## src/rtl/core/nrgms_pkg.sv

```systemverilog
// ----------------------------------------------------------------------------
// nrgms_pkg
// Shared constants, command codes and controller/datapath handshake types
// for the worker-slot registry with greedy memory selection.
// ----------------------------------------------------------------------------
`timescale 1ns / 1ps

package nrgms_pkg;

    localparam int CMD_W   = 2;
    localparam int SLOT_W  = 4;
    localparam int MEM_W   = 16;
    localparam int TOTAL_W = 20;
    localparam int AGE_W   = 5;

    localparam int MAX_RESULTS = 16;
    localparam int BUF_AW      = $clog2(MAX_RESULTS);
    localparam int CNT_W       = $clog2(MAX_RESULTS + 1);

    localparam logic [AGE_W-1:0]   AGE_MAX       = 5'd31;
    localparam logic [AGE_W-1:0]   TIMEOUT_RESET = 5'd15;
    localparam logic [TOTAL_W-1:0] TOTAL_MAX     = 20'hFFFFF;

    localparam logic [CMD_W-1:0] CMD_HEARTBEAT = 2'd0;
    localparam logic [CMD_W-1:0] CMD_TICK      = 2'd1;
    localparam logic [CMD_W-1:0] CMD_SELECT    = 2'd2;

    // Controller to datapath
    typedef struct packed {
        logic hb_write;
        logic tick;
        logic sel_start;
        logic scan_step;
        logic pick;
        logic emit_load;
        logic fail_load;
    } nrgms_cmd_t;

    // Datapath to controller
    typedef struct packed {
        logic scan_done;
        logic best_found;
        logic covered;
        logic picks_full;
        logic emit_last;
        logic out_free;
    } nrgms_stat_t;

endpackage

```

## src/rtl/core/nrgms_if.sv

```systemverilog
// ----------------------------------------------------------------------------
// nrgms interfaces
// Valid/ready channels for command items, result items and the timeout
// register write port.
// ----------------------------------------------------------------------------
`timescale 1ns / 1ps

interface nrgms_in_if;
    import nrgms_pkg::*;
    logic               valid;
    logic               ready;
    logic [CMD_W-1:0]   cmd;
    logic [SLOT_W-1:0]  slot_index;
    logic [MEM_W-1:0]   avail_mem;
    logic [MEM_W-1:0]   request_size;

    modport source (output valid, cmd, slot_index, avail_mem, request_size,
                    input ready);
    modport sink   (input valid, cmd, slot_index, avail_mem, request_size,
                    output ready);
endinterface

interface nrgms_out_if;
    import nrgms_pkg::*;
    logic               valid;
    logic               ready;
    logic [SLOT_W-1:0]  chosen_slot;
    logic [TOTAL_W-1:0] running_total;
    logic               failed;
    logic               last;

    modport source (output valid, chosen_slot, running_total, failed, last,
                    input ready);
    modport sink   (input valid, chosen_slot, running_total, failed, last,
                    output ready);
endinterface

interface nrgms_cfg_if;
    import nrgms_pkg::*;
    logic               valid;
    logic               ready;
    logic [AGE_W-1:0]   timeout_seconds;

    modport source (output valid, timeout_seconds, input ready);
    modport sink   (input valid, timeout_seconds, output ready);
endinterface

```

## src/rtl/core/nrgms_datapath.sv

```systemverilog
// ----------------------------------------------------------------------------
// nrgms_datapath
// Slot table, aging, max-memory scan unit, pick buffer and result register.
// ----------------------------------------------------------------------------
`timescale 1ns / 1ps

module nrgms_datapath
    import nrgms_pkg::*;
#(
    parameter int SLOTS = 16
)
(
    input  logic                clk,
    input  logic                rst_n,
    input  nrgms_cmd_t          ctl,
    output nrgms_stat_t         stat,
    input  logic [SLOT_W-1:0]   slot_index,
    input  logic [MEM_W-1:0]    avail_mem,
    input  logic [MEM_W-1:0]    request_size,
    input  logic                cfg_we,
    input  logic [AGE_W-1:0]    cfg_timeout,
    output logic                res_valid,
    input  logic                res_ready,
    output logic [SLOT_W-1:0]   chosen_slot,
    output logic [TOTAL_W-1:0]  running_total,
    output logic                failed,
    output logic                last
);

    localparam int AW    = $clog2(SLOTS);
    localparam int CW    = $clog2(SLOTS + 1);
    localparam int SUM_W = (MEM_W + AW > TOTAL_W) ? (MEM_W + AW) : TOTAL_W;

    // Slot table
    logic [MEM_W-1:0]  slot_mem [SLOTS];
    logic [SLOTS-1:0]  valid_reg, valid_next;
    logic [AGE_W-1:0]  age_reg  [SLOTS];
    logic [AGE_W-1:0]  age_next [SLOTS];
    logic [AGE_W-1:0]  age_sat  [SLOTS];
    logic [AGE_W-1:0]  timeout_reg;

    // Scan unit
    logic [CW-1:0]     scan_reg;
    logic              pipe_vld_reg;
    logic              pipe_live_reg;
    logic [AW-1:0]     pipe_idx_reg;
    logic [MEM_W-1:0]  pipe_mem_reg;
    logic              best_found_reg;
    logic [AW-1:0]     best_idx_reg;
    logic [MEM_W-1:0]  best_mem_reg;
    logic              first_pass_reg;
    logic [SLOTS-1:0]  taken_reg;

    // Selection state
    logic [MEM_W-1:0]  request_reg;
    logic [SUM_W-1:0]  sum_reg;
    logic [SUM_W-1:0]  sum_next;
    logic [SUM_W-1:0]  all_reg;
    logic [CNT_W-1:0]  count_reg;
    logic [BUF_AW-1:0] emit_idx_reg;
    logic [SLOT_W-1:0] buf_slot [MAX_RESULTS];
    logic [TOTAL_W-1:0] buf_sum [MAX_RESULTS];

    // Result register
    logic               res_valid_reg;
    logic [SLOT_W-1:0]  res_slot_reg;
    logic [TOTAL_W-1:0] res_total_reg;
    logic               res_failed_reg;
    logic               res_last_reg;

    logic              hb_in_range;
    logic [AW-1:0]     hb_addr;
    logic              issue;
    logic              take_pipe;
    logic              pick_hit;
    logic [TOTAL_W-1:0] all_sat;

    assign hb_in_range = 32'(slot_index) < 32'(SLOTS);
    assign hb_addr     = AW'(slot_index);
    assign issue       = ctl.scan_step && (scan_reg != CW'(SLOTS));
    assign take_pipe   = pipe_vld_reg && pipe_live_reg &&
                         (!best_found_reg || (pipe_mem_reg > best_mem_reg));
    assign pick_hit    = ctl.pick && best_found_reg;
    assign sum_next    = sum_reg + SUM_W'(best_mem_reg);
    assign all_sat     = (all_reg > SUM_W'(TOTAL_MAX)) ? TOTAL_MAX : TOTAL_W'(all_reg);

    assign stat.scan_done  = (scan_reg == CW'(SLOTS));
    assign stat.best_found = best_found_reg;
    assign stat.covered    = sum_next >= SUM_W'(request_reg);
    assign stat.picks_full = (count_reg == CNT_W'(MAX_RESULTS - 1));
    assign stat.emit_last  = (CNT_W'(emit_idx_reg) == (count_reg - CNT_W'(1)));
    assign stat.out_free   = !res_valid_reg || res_ready;

    // On a tick, age every valid slot, saturating; drop on timeout; heartbeat revives
    always_comb
    begin
        valid_next = valid_reg;
        for (int i = 0; i < SLOTS; i++)
        begin
            age_next[i] = age_reg[i];
            age_sat[i]  = (age_reg[i] == AGE_MAX) ? AGE_MAX : AGE_W'(age_reg[i] + 1'b1);
            if (ctl.tick && valid_reg[i])
            begin
                age_next[i] = age_sat[i];
                if (age_sat[i] > timeout_reg)
                begin
                    valid_next[i] = 1'b0;
                end
            end
        end
        if (ctl.hb_write && hb_in_range)
        begin
            valid_next[hb_addr] = 1'b1;
            age_next[hb_addr]   = '0;
        end
    end

    always_ff @(posedge clk or negedge rst_n)
    begin
        if (!rst_n)
        begin
            valid_reg   <= '0;
            timeout_reg <= TIMEOUT_RESET;
            for (int i = 0; i < SLOTS; i++)
            begin
                age_reg[i] <= '0;
            end
        end
        else
        begin
            valid_reg <= valid_next;
            for (int i = 0; i < SLOTS; i++)
            begin
                age_reg[i] <= age_next[i];
            end
            if (cfg_we)
            begin
                timeout_reg <= cfg_timeout;
            end
        end
    end

    // Memory: one write port, one registered read port
    always_ff @(posedge clk)
    begin
        if (ctl.hb_write && hb_in_range)
        begin
            slot_mem[hb_addr] <= avail_mem;
        end
        if (issue)
        begin
            pipe_mem_reg <= slot_mem[scan_reg[AW-1:0]];
        end
    end

    // Scan control and selection bookkeeping
    always_ff @(posedge clk or negedge rst_n)
    begin
        if (!rst_n)
        begin
            scan_reg       <= '0;
            pipe_vld_reg   <= 1'b0;
            best_found_reg <= 1'b0;
            first_pass_reg <= 1'b0;
            taken_reg      <= '0;
            count_reg      <= '0;
            emit_idx_reg   <= '0;
            res_valid_reg  <= 1'b0;
        end
        else
        begin
            if (ctl.sel_start || ctl.pick)
            begin
                scan_reg       <= '0;
                pipe_vld_reg   <= 1'b0;
                best_found_reg <= 1'b0;
            end
            else if (ctl.scan_step)
            begin
                pipe_vld_reg <= issue;
                if (issue)
                begin
                    scan_reg <= scan_reg + CW'(1);
                end
                if (take_pipe)
                begin
                    best_found_reg <= 1'b1;
                end
            end

            if (ctl.sel_start)
            begin
                first_pass_reg <= 1'b1;
                taken_reg      <= '0;
                count_reg      <= '0;
                emit_idx_reg   <= '0;
            end
            else if (ctl.pick)
            begin
                first_pass_reg <= 1'b0;
                if (best_found_reg)
                begin
                    taken_reg[best_idx_reg] <= 1'b1;
                    count_reg               <= count_reg + CNT_W'(1);
                end
            end

            if (ctl.emit_load)
            begin
                emit_idx_reg <= emit_idx_reg + BUF_AW'(1);
            end

            if (ctl.emit_load || ctl.fail_load)
            begin
                res_valid_reg <= 1'b1;
            end
            else if (res_ready)
            begin
                res_valid_reg <= 1'b0;
            end
        end
    end

    // Payload registers
    always_ff @(posedge clk)
    begin
        if (issue)
        begin
            pipe_live_reg <= valid_reg[scan_reg[AW-1:0]] && !taken_reg[scan_reg[AW-1:0]];
            pipe_idx_reg  <= scan_reg[AW-1:0];
        end
        if (ctl.scan_step && take_pipe)
        begin
            best_idx_reg <= pipe_idx_reg;
            best_mem_reg <= pipe_mem_reg;
        end
        if (ctl.sel_start)
        begin
            request_reg <= request_size;
            sum_reg     <= '0;
            all_reg     <= '0;
        end
        else
        begin
            if (ctl.scan_step && pipe_vld_reg && pipe_live_reg && first_pass_reg)
            begin
                all_reg <= all_reg + SUM_W'(pipe_mem_reg);
            end
            if (pick_hit)
            begin
                sum_reg <= sum_next;
            end
        end
        if (pick_hit)
        begin
            buf_slot[count_reg[BUF_AW-1:0]] <= SLOT_W'(best_idx_reg);
            buf_sum[count_reg[BUF_AW-1:0]]  <= TOTAL_W'(sum_next);
        end
        if (ctl.emit_load)
        begin
            res_slot_reg   <= buf_slot[emit_idx_reg];
            res_total_reg  <= buf_sum[emit_idx_reg];
            res_failed_reg <= 1'b0;
            res_last_reg   <= stat.emit_last;
        end
        else if (ctl.fail_load)
        begin
            res_slot_reg   <= '0;
            res_total_reg  <= all_sat;
            res_failed_reg <= 1'b1;
            res_last_reg   <= 1'b1;
        end
    end

    assign res_valid     = res_valid_reg;
    assign chosen_slot   = res_slot_reg;
    assign running_total = res_total_reg;
    assign failed        = res_failed_reg;
    assign last          = res_last_reg;

endmodule

```

## src/rtl/core/nrgms_ctrl.sv

```systemverilog
// ----------------------------------------------------------------------------
// nrgms_ctrl
// Sequencer: accepts command beats, runs the scan/pick loop of a select and
// hands results to the output register.
// ----------------------------------------------------------------------------
`timescale 1ns / 1ps

module nrgms_ctrl
    import nrgms_pkg::*;
(
    input  logic              clk,
    input  logic              rst_n,
    input  logic              in_valid,
    output logic              in_ready,
    input  logic [CMD_W-1:0]  cmd,
    input  nrgms_stat_t       stat,
    output nrgms_cmd_t        ctl
);

    typedef enum logic [2:0] {
        ST_IDLE,
        ST_SCAN,
        ST_PICK,
        ST_EMIT,
        ST_FAIL
    } state_t;

    state_t state_reg, state_next;

    always_comb
    begin
        state_next = state_reg;
        ctl        = '0;
        in_ready   = 1'b0;
        case (state_reg)
            ST_IDLE:
            begin
                in_ready = 1'b1;
                if (in_valid)
                begin
                    case (cmd)
                        CMD_HEARTBEAT: ctl.hb_write = 1'b1;
                        CMD_TICK:      ctl.tick     = 1'b1;
                        CMD_SELECT:
                        begin
                            ctl.sel_start = 1'b1;
                            state_next    = ST_SCAN;
                        end
                        default: ;
                    endcase
                end
            end
            ST_SCAN:
            begin
                ctl.scan_step = 1'b1;
                if (stat.scan_done)
                begin
                    state_next = ST_PICK;
                end
            end
            ST_PICK:
            begin
                ctl.pick = 1'b1;
                if (!stat.best_found)
                begin
                    state_next = ST_FAIL;
                end
                else if (stat.covered)
                begin
                    state_next = ST_EMIT;
                end
                else if (stat.picks_full)
                begin
                    state_next = ST_FAIL;
                end
                else
                begin
                    state_next = ST_SCAN;
                end
            end
            ST_EMIT:
            begin
                if (stat.out_free)
                begin
                    ctl.emit_load = 1'b1;
                    if (stat.emit_last)
                    begin
                        state_next = ST_IDLE;
                    end
                end
            end
            ST_FAIL:
            begin
                if (stat.out_free)
                begin
                    ctl.fail_load = 1'b1;
                    state_next    = ST_IDLE;
                end
            end
            default: state_next = ST_IDLE;
        endcase
    end

    always_ff @(posedge clk or negedge rst_n)
    begin
        if (!rst_n)
        begin
            state_reg <= ST_IDLE;
        end
        else
        begin
            state_reg <= state_next;
        end
    end

endmodule

```

## src/rtl/core/node_registry_greedy_memory_select.sv

```systemverilog
// ----------------------------------------------------------------------------
// node_registry_greedy_memory_select
// Worker-slot registry with largest-first memory selection.
// Heartbeat and tick: applied while idle, next beat taken the cycle after.
// Select: each pick scans every slot through the single memory read port;
//   after k picks, the k result beats are sent from the pick buffer as the
//   output register frees; a failed select sends one failed beat.
// Reset: all slots invalid, ages zero, timeout 15; no clearing pass.
// ----------------------------------------------------------------------------
`timescale 1ns / 1ps

module node_registry_greedy_memory_select
    import nrgms_pkg::*;
#(
    parameter int SLOTS = 16
)
(
    input  logic     clk,
    input  logic     rst_n,
    nrgms_in_if.sink   item,
    nrgms_out_if.source result,
    nrgms_cfg_if.sink  cfg
);

    nrgms_cmd_t  ctl;
    nrgms_stat_t stat;

    assign cfg.ready = 1'b1;

    nrgms_ctrl u_ctrl (
        .clk      (clk),
        .rst_n    (rst_n),
        .in_valid (item.valid),
        .in_ready (item.ready),
        .cmd      (item.cmd),
        .stat     (stat),
        .ctl      (ctl)
    );

    nrgms_datapath #(
        .SLOTS (SLOTS)
    ) u_datapath (
        .clk           (clk),
        .rst_n         (rst_n),
        .ctl           (ctl),
        .stat          (stat),
        .slot_index    (item.slot_index),
        .avail_mem     (item.avail_mem),
        .request_size  (item.request_size),
        .cfg_we        (cfg.valid),
        .cfg_timeout   (cfg.timeout_seconds),
        .res_valid     (result.valid),
        .res_ready     (result.ready),
        .chosen_slot   (result.chosen_slot),
        .running_total (result.running_total),
        .failed        (result.failed),
        .last          (result.last)
    );

endmodule
```

## src/flat_wrapper.sv

```systemverilog
// flat-port wrapper written by rule: the top's interface ports become plain ports
module node_registry_greedy_memory_select_flat import nrgms_pkg::*;
#(
    parameter int SLOTS = 16
)
  (clk, rst_n, item_valid, item_cmd, item_slot_index, item_avail_mem, item_request_size, item_ready, result_valid, result_chosen_slot, result_running_total, result_failed, result_last, result_ready, cfg_valid, cfg_timeout_seconds, cfg_ready);
  nrgms_in_if item_i ();
  nrgms_out_if result_i ();
  nrgms_cfg_if cfg_i ();
  input  logic clk;
  input  logic rst_n;
  input wire logic [$bits(item_i.valid)-1:0] item_valid;
  input wire logic [$bits(item_i.cmd)-1:0] item_cmd;
  input wire logic [$bits(item_i.slot_index)-1:0] item_slot_index;
  input wire logic [$bits(item_i.avail_mem)-1:0] item_avail_mem;
  input wire logic [$bits(item_i.request_size)-1:0] item_request_size;
  output wire logic [$bits(item_i.ready)-1:0] item_ready;
  output wire logic [$bits(result_i.valid)-1:0] result_valid;
  output wire logic [$bits(result_i.chosen_slot)-1:0] result_chosen_slot;
  output wire logic [$bits(result_i.running_total)-1:0] result_running_total;
  output wire logic [$bits(result_i.failed)-1:0] result_failed;
  output wire logic [$bits(result_i.last)-1:0] result_last;
  input wire logic [$bits(result_i.ready)-1:0] result_ready;
  input wire logic [$bits(cfg_i.valid)-1:0] cfg_valid;
  input wire logic [$bits(cfg_i.timeout_seconds)-1:0] cfg_timeout_seconds;
  output wire logic [$bits(cfg_i.ready)-1:0] cfg_ready;
  assign item_i.valid = item_valid;
  assign item_i.cmd = item_cmd;
  assign item_i.slot_index = item_slot_index;
  assign item_i.avail_mem = item_avail_mem;
  assign item_i.request_size = item_request_size;
  assign item_ready = item_i.ready;
  assign result_valid = result_i.valid;
  assign result_chosen_slot = result_i.chosen_slot;
  assign result_running_total = result_i.running_total;
  assign result_failed = result_i.failed;
  assign result_last = result_i.last;
  assign result_i.ready = result_ready;
  assign cfg_i.valid = cfg_valid;
  assign cfg_i.timeout_seconds = cfg_timeout_seconds;
  assign cfg_ready = cfg_i.ready;
  node_registry_greedy_memory_select #(.SLOTS(SLOTS)) u_core (.clk(clk), .rst_n(rst_n), .item(item_i), .result(result_i), .cfg(cfg_i));
endmodule
```

## config.mk

```make
export PLATFORM = sky130hd
export DESIGN_NAME = node_registry_greedy_memory_select_flat
export DESIGN_NICKNAME = d
export VERILOG_FILES = /design/src/rtl/core/nrgms_pkg.sv /design/src/rtl/core/nrgms_if.sv /design/src/rtl/core/nrgms_datapath.sv /design/src/rtl/core/nrgms_ctrl.sv /design/src/rtl/core/node_registry_greedy_memory_select.sv /design/src/flat_wrapper.sv
export SDC_FILE = /design/constraint.sdc
export NUM_CORES = 1
export LEC_CHECK = 0
export BUFFER_PORTS_ARGS = -buffer_cell sky130_fd_sc_hd__buf_4
export CAP_MARGIN = 20
export CELL_PAD_IN_SITES_DETAIL_PLACEMENT = 2
export CELL_PAD_IN_SITES_GLOBAL_PLACEMENT = 2
export CORE_UTILIZATION = 42
export CTS_CLUSTER_DIAMETER = 60
export CTS_CLUSTER_SIZE = 12
export DETAILED_ROUTE_END_ITERATION = 6
export PLACE_DENSITY_LB_ADDON = 0.1
export SYNTH_ARGS = -nofsm -noshare
export SYNTH_HDL_FRONTEND = slang
export SYNTH_SLANG_ARGS = --single-unit
```

## constraint.sdc

```tcl
create_clock -name clk -period 3.55 [get_ports clk]
set_input_delay 0.5325 -clock clk [delete_from_list [all_inputs] [get_ports clk]]
set_output_delay 0.5325 -clock clk [all_outputs]
set_load 0.02 [all_outputs]
```

==> metrics.csv, run 1 <==
metric;value;unit
reg2reg end;u_core.u_ctrl.state_reg[2]$_DFFE_PN0P_;
layout cell share with drive strength beyond 1;18.11;%
Chip Width;309.3;um
clk buf depth;3;
maximum VDD drop;0.3771;mV
H-tree levels;3;
Syn Std Cell Area;39670;um2
syn_area_per_cell;14.51;um2
Worst Path Required;4100;ps
largest net degree at the start of global routing;60;
worst rel slew slack;32.03;%
register share of total power;42.6;%
Async S/R FF share, synth;15.32;%
Worst setup EP type;flip-flop;
# DRC;0;
vias in the first global route;27295;
reg2reg start;u_core.u_datapath.best_mem_reg[0]$_DFFE_PP_;
fin util;48.93;%
Worst-path clk slew;60;ps
fin nets;3150;
met3 usage;2.992;%
DR vias/cell;5.720;
Setup Skew;30.84;ps
library cells used by synthesis;76;
CTS root buf;clkbuf_16;
Hold Crit Class;input pin to flip-flop;
Clock Sinks;901;
Final GP Congestion;0.8283;
number of buffers created by CTS;94;
CTS tree;built;
switch share;33.58;%
Design Power;34.56;mW
first-pass GRT wire length;176.5;mm
Final setup viols;1;
Critical Path Source Type;flip-flop;
Hold Crit Endpoint;u_core.u_datapath.request_reg[1]$_DFFE_PP_;
number of max-cap violations;0;
Pins Over Slew Limit;0;
Power Density;755.7;nW/um2
status;finished with violations;
actual slew at the worst max-slew pin;1018;ps
final hold viol count;0;
drt wl/cell;27.87;um
initial antenna violation count;1;
sequential area share after synthesis;65.44;%
post-synth top area share;54.66;%
antenna-violating nets left;0;
Ys Warns;0;
met1 Track Usage GR;30.20;%
IO Pins;77;
Arr. time, crit path;4110;ps
R2R depth;16;
Post-DP HPWL;77.86;mm
fin worst setup slack;-7.627;ps
Comb pwr share;29.7;%
critical hold path startpoint;item_request_size[1];
Chip Height;309.3;um
Period minus WS final;3558;ps
most used flip-flop cell after synthesis;edfxtp_1;
Core ar.;93470;um2
Pint;22.96;mW
Overflow after GRT;0;
met2 usage;46.38;%
syn nets;2953;
Clock Latency Late Sink;690;ps
ant diodes;0;
Yosys reg bits;901;
Synth area leader;edfxtp_1;
Leakage;16.84;nW
Critical Path Fanout Max;3;
Max Fclk;281.1;MHz
synth top area cells;edfxtp_1 55%, dfrtp_1 8.5%, mux4_2 8.0%;
fin crit share;100.2;%
switching power;11.61;mW
full die area;95680;um2
cell row count;112;
Detailed Route Iter0 Violations;1500;
IO buf count;75;
DRT Pass-1 Iters;5;
Clock Power Share;27.7;%
failing checks;setup timing;
layer with the highest usage;met2;
hold path cells;1;
area growth from synthesis to layout;15.30;%
DR vias;24328;
Post-synth EDFFs;722;
GRT Total Usage;25.14;%
initial core utilization;42.44;%
max reg flops;320;
RSZ-0062 raised after global routing;true;
synthesized instance count;2734;
final wirelength;118.5;mm
critical path class;flip-flop to flip-flop;
Reg2Reg Setup Slack;-8;ps
-- synthesized netlist by cell type, types with 46 or more instances --
cell type,instances
nor3_1,66
nor2_1,213
nand2b_1,46
mux2i_1,80
dfrtp_1,134
edfxtp_1,722
o21ai_0,122
nand2_1,233
ha_1,169
nand3_1,57
mux4_2,141
a21oi_1,158
clkbuf_1,53
inv_1,62
-- placed cells by master (no fill, tap or decap), types with 11 or more instances in the layout --
| cell | instances |
|---|---|
| xor2_1 | 35 |
| buf_12 | 21 |
| nor3_1 | 62 |
| dfxtp_1 | 41 |
| and3_1 | 30 |
| nor2_1 | 197 |
| clkbuf_16 | 94 |
| nand2_1 | 233 |
| xnor2_1 | 36 |
| a31oi_1 | 26 |
| nor2b_1 | 34 |
| mux2i_1 | 80 |
| mux4_2 | 141 |
| nand3_1 | 56 |
| a21o_1 | 19 |
| dfrtp_1 | 129 |
| nand2b_1 | 46 |
| ha_1 | 167 |
| o21ai_0 | 120 |
| nand4_1 | 11 |
| or2_2 | 17 |
| edfxtp_1 | 722 |
| o221ai_1 | 44 |
| nor2_2 | 15 |
| buf_4 | 166 |
| o21a_1 | 18 |
| inv_1 | 61 |
| a21oi_1 | 153 |
| clkbuf_1 | 35 |
| and2_1 | 28 |
-- cell type report --
type / instances / area (um2)
Fill cell: 8723 / 47730
Sequential cell: 901 / 25970
Multi-Input combinational cell: 1675 / 13230
Clock buffer: 137 / 2594
Timing Repair Buffer: 197 / 1785
Tap cell: 1254 / 1569
Clock inverter: 27 / 350.3
Inverter: 62 / 232.7
-- metrics by stage --
step	area (um2)	hold WS, ps	cells	worst slack [ps]	TNS [ps]
6_report	45740	44.38	4253	-7.627	-7.627
4_1_cts	45640	0.9364	4249	10.29	0
3_3_place_gp	42580	402.2	4076	-226.6	-490.5
2_1_floorplan	39690	236.9	2734	1.394	0
5_1_grt	45740	11.32	4253	-155.9	-323.7
3_5_place_dp	42580	405.2	4076	-307.9	-701.9
-- layer usage --
metal  share of wire [%]  vias up
met3                 2.9      194
met5                   0        -
met1                  41    12922
li1                    -    10800
met4                 3.5        0
met2                  53      412
-- worst max path at each step --
stage                                                           start                                     end  slack, ps  cells past startpoint
after detailed placement  u_core.u_datapath.best_mem_reg[0]$_DFFE_PP_  u_core.u_ctrl.state_reg[2]$_DFFE_PN0P_       -310                     15
after global placement    u_core.u_datapath.best_mem_reg[0]$_DFFE_PP_  u_core.u_ctrl.state_reg[2]$_DFFE_PN0P_       -230                     15
after CTS                 u_core.u_datapath.best_mem_reg[1]$_DFFE_PP_  u_core.u_ctrl.state_reg[2]$_DFFE_PN0P_         10                     14
after global routing      u_core.u_datapath.best_mem_reg[0]$_DFFE_PP_  u_core.u_ctrl.state_reg[2]$_DFFE_PN0P_       -160                     16
final                     u_core.u_datapath.best_mem_reg[0]$_DFFE_PP_  u_core.u_ctrl.state_reg[2]$_DFFE_PN0P_         -8                     16
after floorplan           u_core.u_datapath.best_mem_reg[0]$_DFFE_PP_  u_core.u_ctrl.state_reg[2]$_DFFE_PN0P_          1                     16
-- cell families (layout without fill, tap and decap cells) --
family                     count (synthesis)  count (layout)  synth area share (%)
DFF                                      901             901                 65.44
and+or+nand+nor                          766             766                 9.027
AOI/OAI and AO/OA                        440             440                 6.725
buffers and inverters                    158             423                 1.650
adders and majority gates                171             171                 5.432
other                                      1               1              0.009453
xor gates and xnor gates                  74              74                 1.634
muxes                                    223             223                 10.08
-- what timing repair did --
item	CTS	global route
resized for setup	7	13
setup endpoints to repair	3	3
setup buffers	1	3
pin swaps	5	2
hold endpoints to repair	60	0
hold buffers	8	0
-- critical path, stage by stage, from the launching register on --
cell and delay (ps):
edfxtp_1 410, ha_2 230, fa_2 380, a211oi_4 250, o21ai_2 130, a311oi_2 280, nor2_1 120, o21a_1 220
nor2_2 110, xnor2_1 100, ha_1 300, nand3_1 90, a21oi_1 130, nand2_1 100, a21oi_2 240, nor4_4 80
a41o_1 290
-- power groups by stage --
stage / logic [mW] / registers (mW) / clock network (mW)
2_1_floorplan: 6.68 / 14.3 / 0
3_3_place_gp: 9.52 / 14.8 / 0
3_5_place_dp: 10.2 / 14.9 / 0
4_1_cts: 10.3 / 14.7 / 9.81
5_1_grt: 11.2 / 14.8 / 10.1
6_report: 10.3 / 14.7 / 9.59
Power figures use the tool's default switching activity.
==> run 2: changes to the inputs <==
--- a/config.mk
+++ b/config.mk
@@ -9,6 +9,7 @@
 export CAP_MARGIN = 20
 export CELL_PAD_IN_SITES_DETAIL_PLACEMENT = 2
 export CELL_PAD_IN_SITES_GLOBAL_PLACEMENT = 2
+export CORE_MARGIN = 2
 export CORE_UTILIZATION = 42
 export CTS_CLUSTER_DIAMETER = 60
 export CTS_CLUSTER_SIZE = 12
==> run 2 against run 1 <==
The flow finishes with violations (hold timing, setup timing). Critical path type unchanged. Critical path depth decreased by 3. Non-clock buffer count shrank 1. Design area rose by 0.27%. Clock power grew 3.2%.
==> metrics.csv, run 2 (synthesis results as in run 1) <==
metric;value;unit;change
status;finished with violations;;
failing checks;hold timing, setup timing;;
Clock Sinks;901;;unchanged
DR vias;24308;;-0.082%
Max Fclk;276.8;MHz;-1.5%
Cell Chain, Critical Path;ha_4 -> fa_2 -> a211oi_4 -> o21ai_2 -> a311oi_2 -> o21ai_1 -> a31oi_2 -> xnor2_2 -> ha_1 -> a211oi_2 -> a21oi_2 -> nor4_4 -> a41o_1;;
cell row count;112;;unchanged
Hold Crit Class;input pin to asynchronous set/reset pin;;
drt wl/cell;27.78;um;-0.32%
critical path's slowest cell;edfxtp_1;;
Leakage;16.87;nW;+0.20%
GRT Total Usage;24.65;%;-0.49 points
Period minus WS final;3612;ps;+54.57 ps
initial core utilization;42.44;%;unchanged
Chip Height;311.3;um;+0.65%
Worst-path clk slew;70;ps;about the same
Clock Latency Late Sink;680;ps;about the same
antenna-violating nets left;0;;unchanged
Pins Over Slew Limit;0;;unchanged
CTS tree;built;;
DR vias/cell;5.701;;-0.34%
Worst Path Required;4170;ps;+70 ps
Crit path max-delay family;compound AO/OA/AOI/OAI gates;;
Chip Width;311.3;um;+0.65%
Critical Path Source Type;flip-flop;;
Power Density;761.8;nW/um2;+0.80%
Placed Cells;4068;;-0.20%
DRT Pass-1 Iters;5;;unchanged
largest net degree at the start of global routing;98;;+63%
area growth from synthesis to layout;15.61;%;
fin worst setup slack;-62.19;ps;-54.57 ps
most common cell after layout, fill and taps aside;edfxtp_1;;
Critical Path Fanout Max;3;;unchanged
Buf+Inv Stages, Crit Path;0;;unchanged
Setup Skew;27.92;ps;-2.922 ps
IO Pins;77;;unchanged
RSZ-0062 raised after global routing;true;;
full die area;96920;um2;+1.3%
# DRC;0;;unchanged
actual slew at the worst max-slew pin;1104;ps;+85.90 ps
clk buf depth;3;;unchanged
maximum VDD drop;0.4148;mV;+10%
Detailed Route Iter0 Violations;1872;;+25%
Arr. time, crit path;4230;ps;+120 ps
Core ar.;93470;um2;unchanged
number of max-cap violations;0;;unchanged
most frequent cells in the layout;722 x edfxtp_1, 233 x nand2_1, 196 x nor2_1, 165 x ha_1, 158 x buf_4;;
final wirelength;118.5;mm;about the same
CTS root buf;clkbuf_16;;
Overflow after GRT;0;;unchanged
Worst setup EP type;flip-flop;;
initial antenna violation count;3;;+2
fill count;8723;;unchanged
ant diodes;0;;unchanged
IO buf count;75;;unchanged
Final GP Congestion;0.8332;;+0.59%
CP peak stage delay;440;ps;+30 ps
critical path class;flip-flop to flip-flop;;
fin crit share;101.8;%;+1.5 points
number of buffers created by CTS;96;;+2.1%
fin nets;3151;;+0.032%
Min Hold Slack;-17.55;ps;-61.92 ps
Post-DP HPWL;76.79;mm;-1.4%
max reg flops;320;;unchanged
Finished Layout Cells;4264;;+0.26%
worst rel slew slack;26.30;%;-5.7 points
final hold viol count;19;;+19
first-pass GRT wire length;178.3;mm;+1.0%
layout cell share with drive strength beyond 1;17.94;%;-0.17 points
Final setup viols;3;;+2
vias in the first global route;27258;;-0.14%
H-tree levels;3;;unchanged
## run 2: metal layers
metal	GRT usage, %	share of wire [%]	vias up
met2	44.30	52	435
met1	30.17	41	12841
met3	2.928	3.0	192
met4	9.816	4.4	0
li1	-	-	10840
met5	0	0	-
## run 2: where the power goes
group	switching, mW	total (mW)	internal, mW
clock	4.34	9.90	5.56
sequential	1.31	14.7	13.4
combinational	6.07	10.3	4.27
total	11.7	34.9	23.2
## run 2: what timing repair did
action,in CTS,in global routing
hold buffers,16,0
pin swaps,5,15
setup endpoints to repair,3,3
hold endpoints to repair,16,0
buffers inserted,1,3
resized for setup,5,20
## run 2: layout make-up
class	count	area [um2]	share of cell area, %
sequential	901	25970	56.63
multi-input combinational	1675	13260	28.92
clock inverter	36	461.7	1.007
tap	1254	1569	3.421
timing repair buffer	196	1778	3.877
inverter	62	232.7	0.5074
clock buffer	140	2587	5.642
## run 2: path summary, 6_finish.rpt
check                                                                to                                        start  slack, ps  cells after the start
max                              u_core.u_ctrl.state_reg[2]$_DFFE_PN0P_  u_core.u_datapath.best_mem_reg[0]$_DFFE_PP_        -60                     13
min                             u_core.u_datapath.age_reg[54]$_DFF_PN0_                                        rst_n        -20                      1
max reg2reg                      u_core.u_ctrl.state_reg[2]$_DFFE_PN0P_  u_core.u_datapath.best_mem_reg[0]$_DFFE_PP_        -60                     13
min reg2reg                 u_core.u_datapath.best_idx_reg[1]$_DFFE_PP_  u_core.u_datapath.pipe_idx_reg[1]$_DFFE_PP_        420                      0
max in group asynchronous    u_core.u_datapath.count_reg[3]$_DFFE_PN0P_                                        rst_n       2570                      2
min in group clk           u_core.u_datapath.timeout_reg[1]$_DFFE_PN1P_                                    cfg_valid         90                      2
## run 2: metrics by stage
step           power (mW)  util (%)  TNS (ps)  setup slack (ps)  instance area (um2)
2_1_floorplan       20.96         -         0             1.394                39690
3_3_place_gp        24.40     45.49    -380.6            -201.3                42520
3_5_place_dp        25.14     45.49    -719.5            -258.2                42520
4_1_cts             35.21     48.95         0             5.189                45750
5_1_grt             36.67     49.07    -567.1            -205.2                45860
6_report            34.94     49.07    -106.8            -62.19                45860
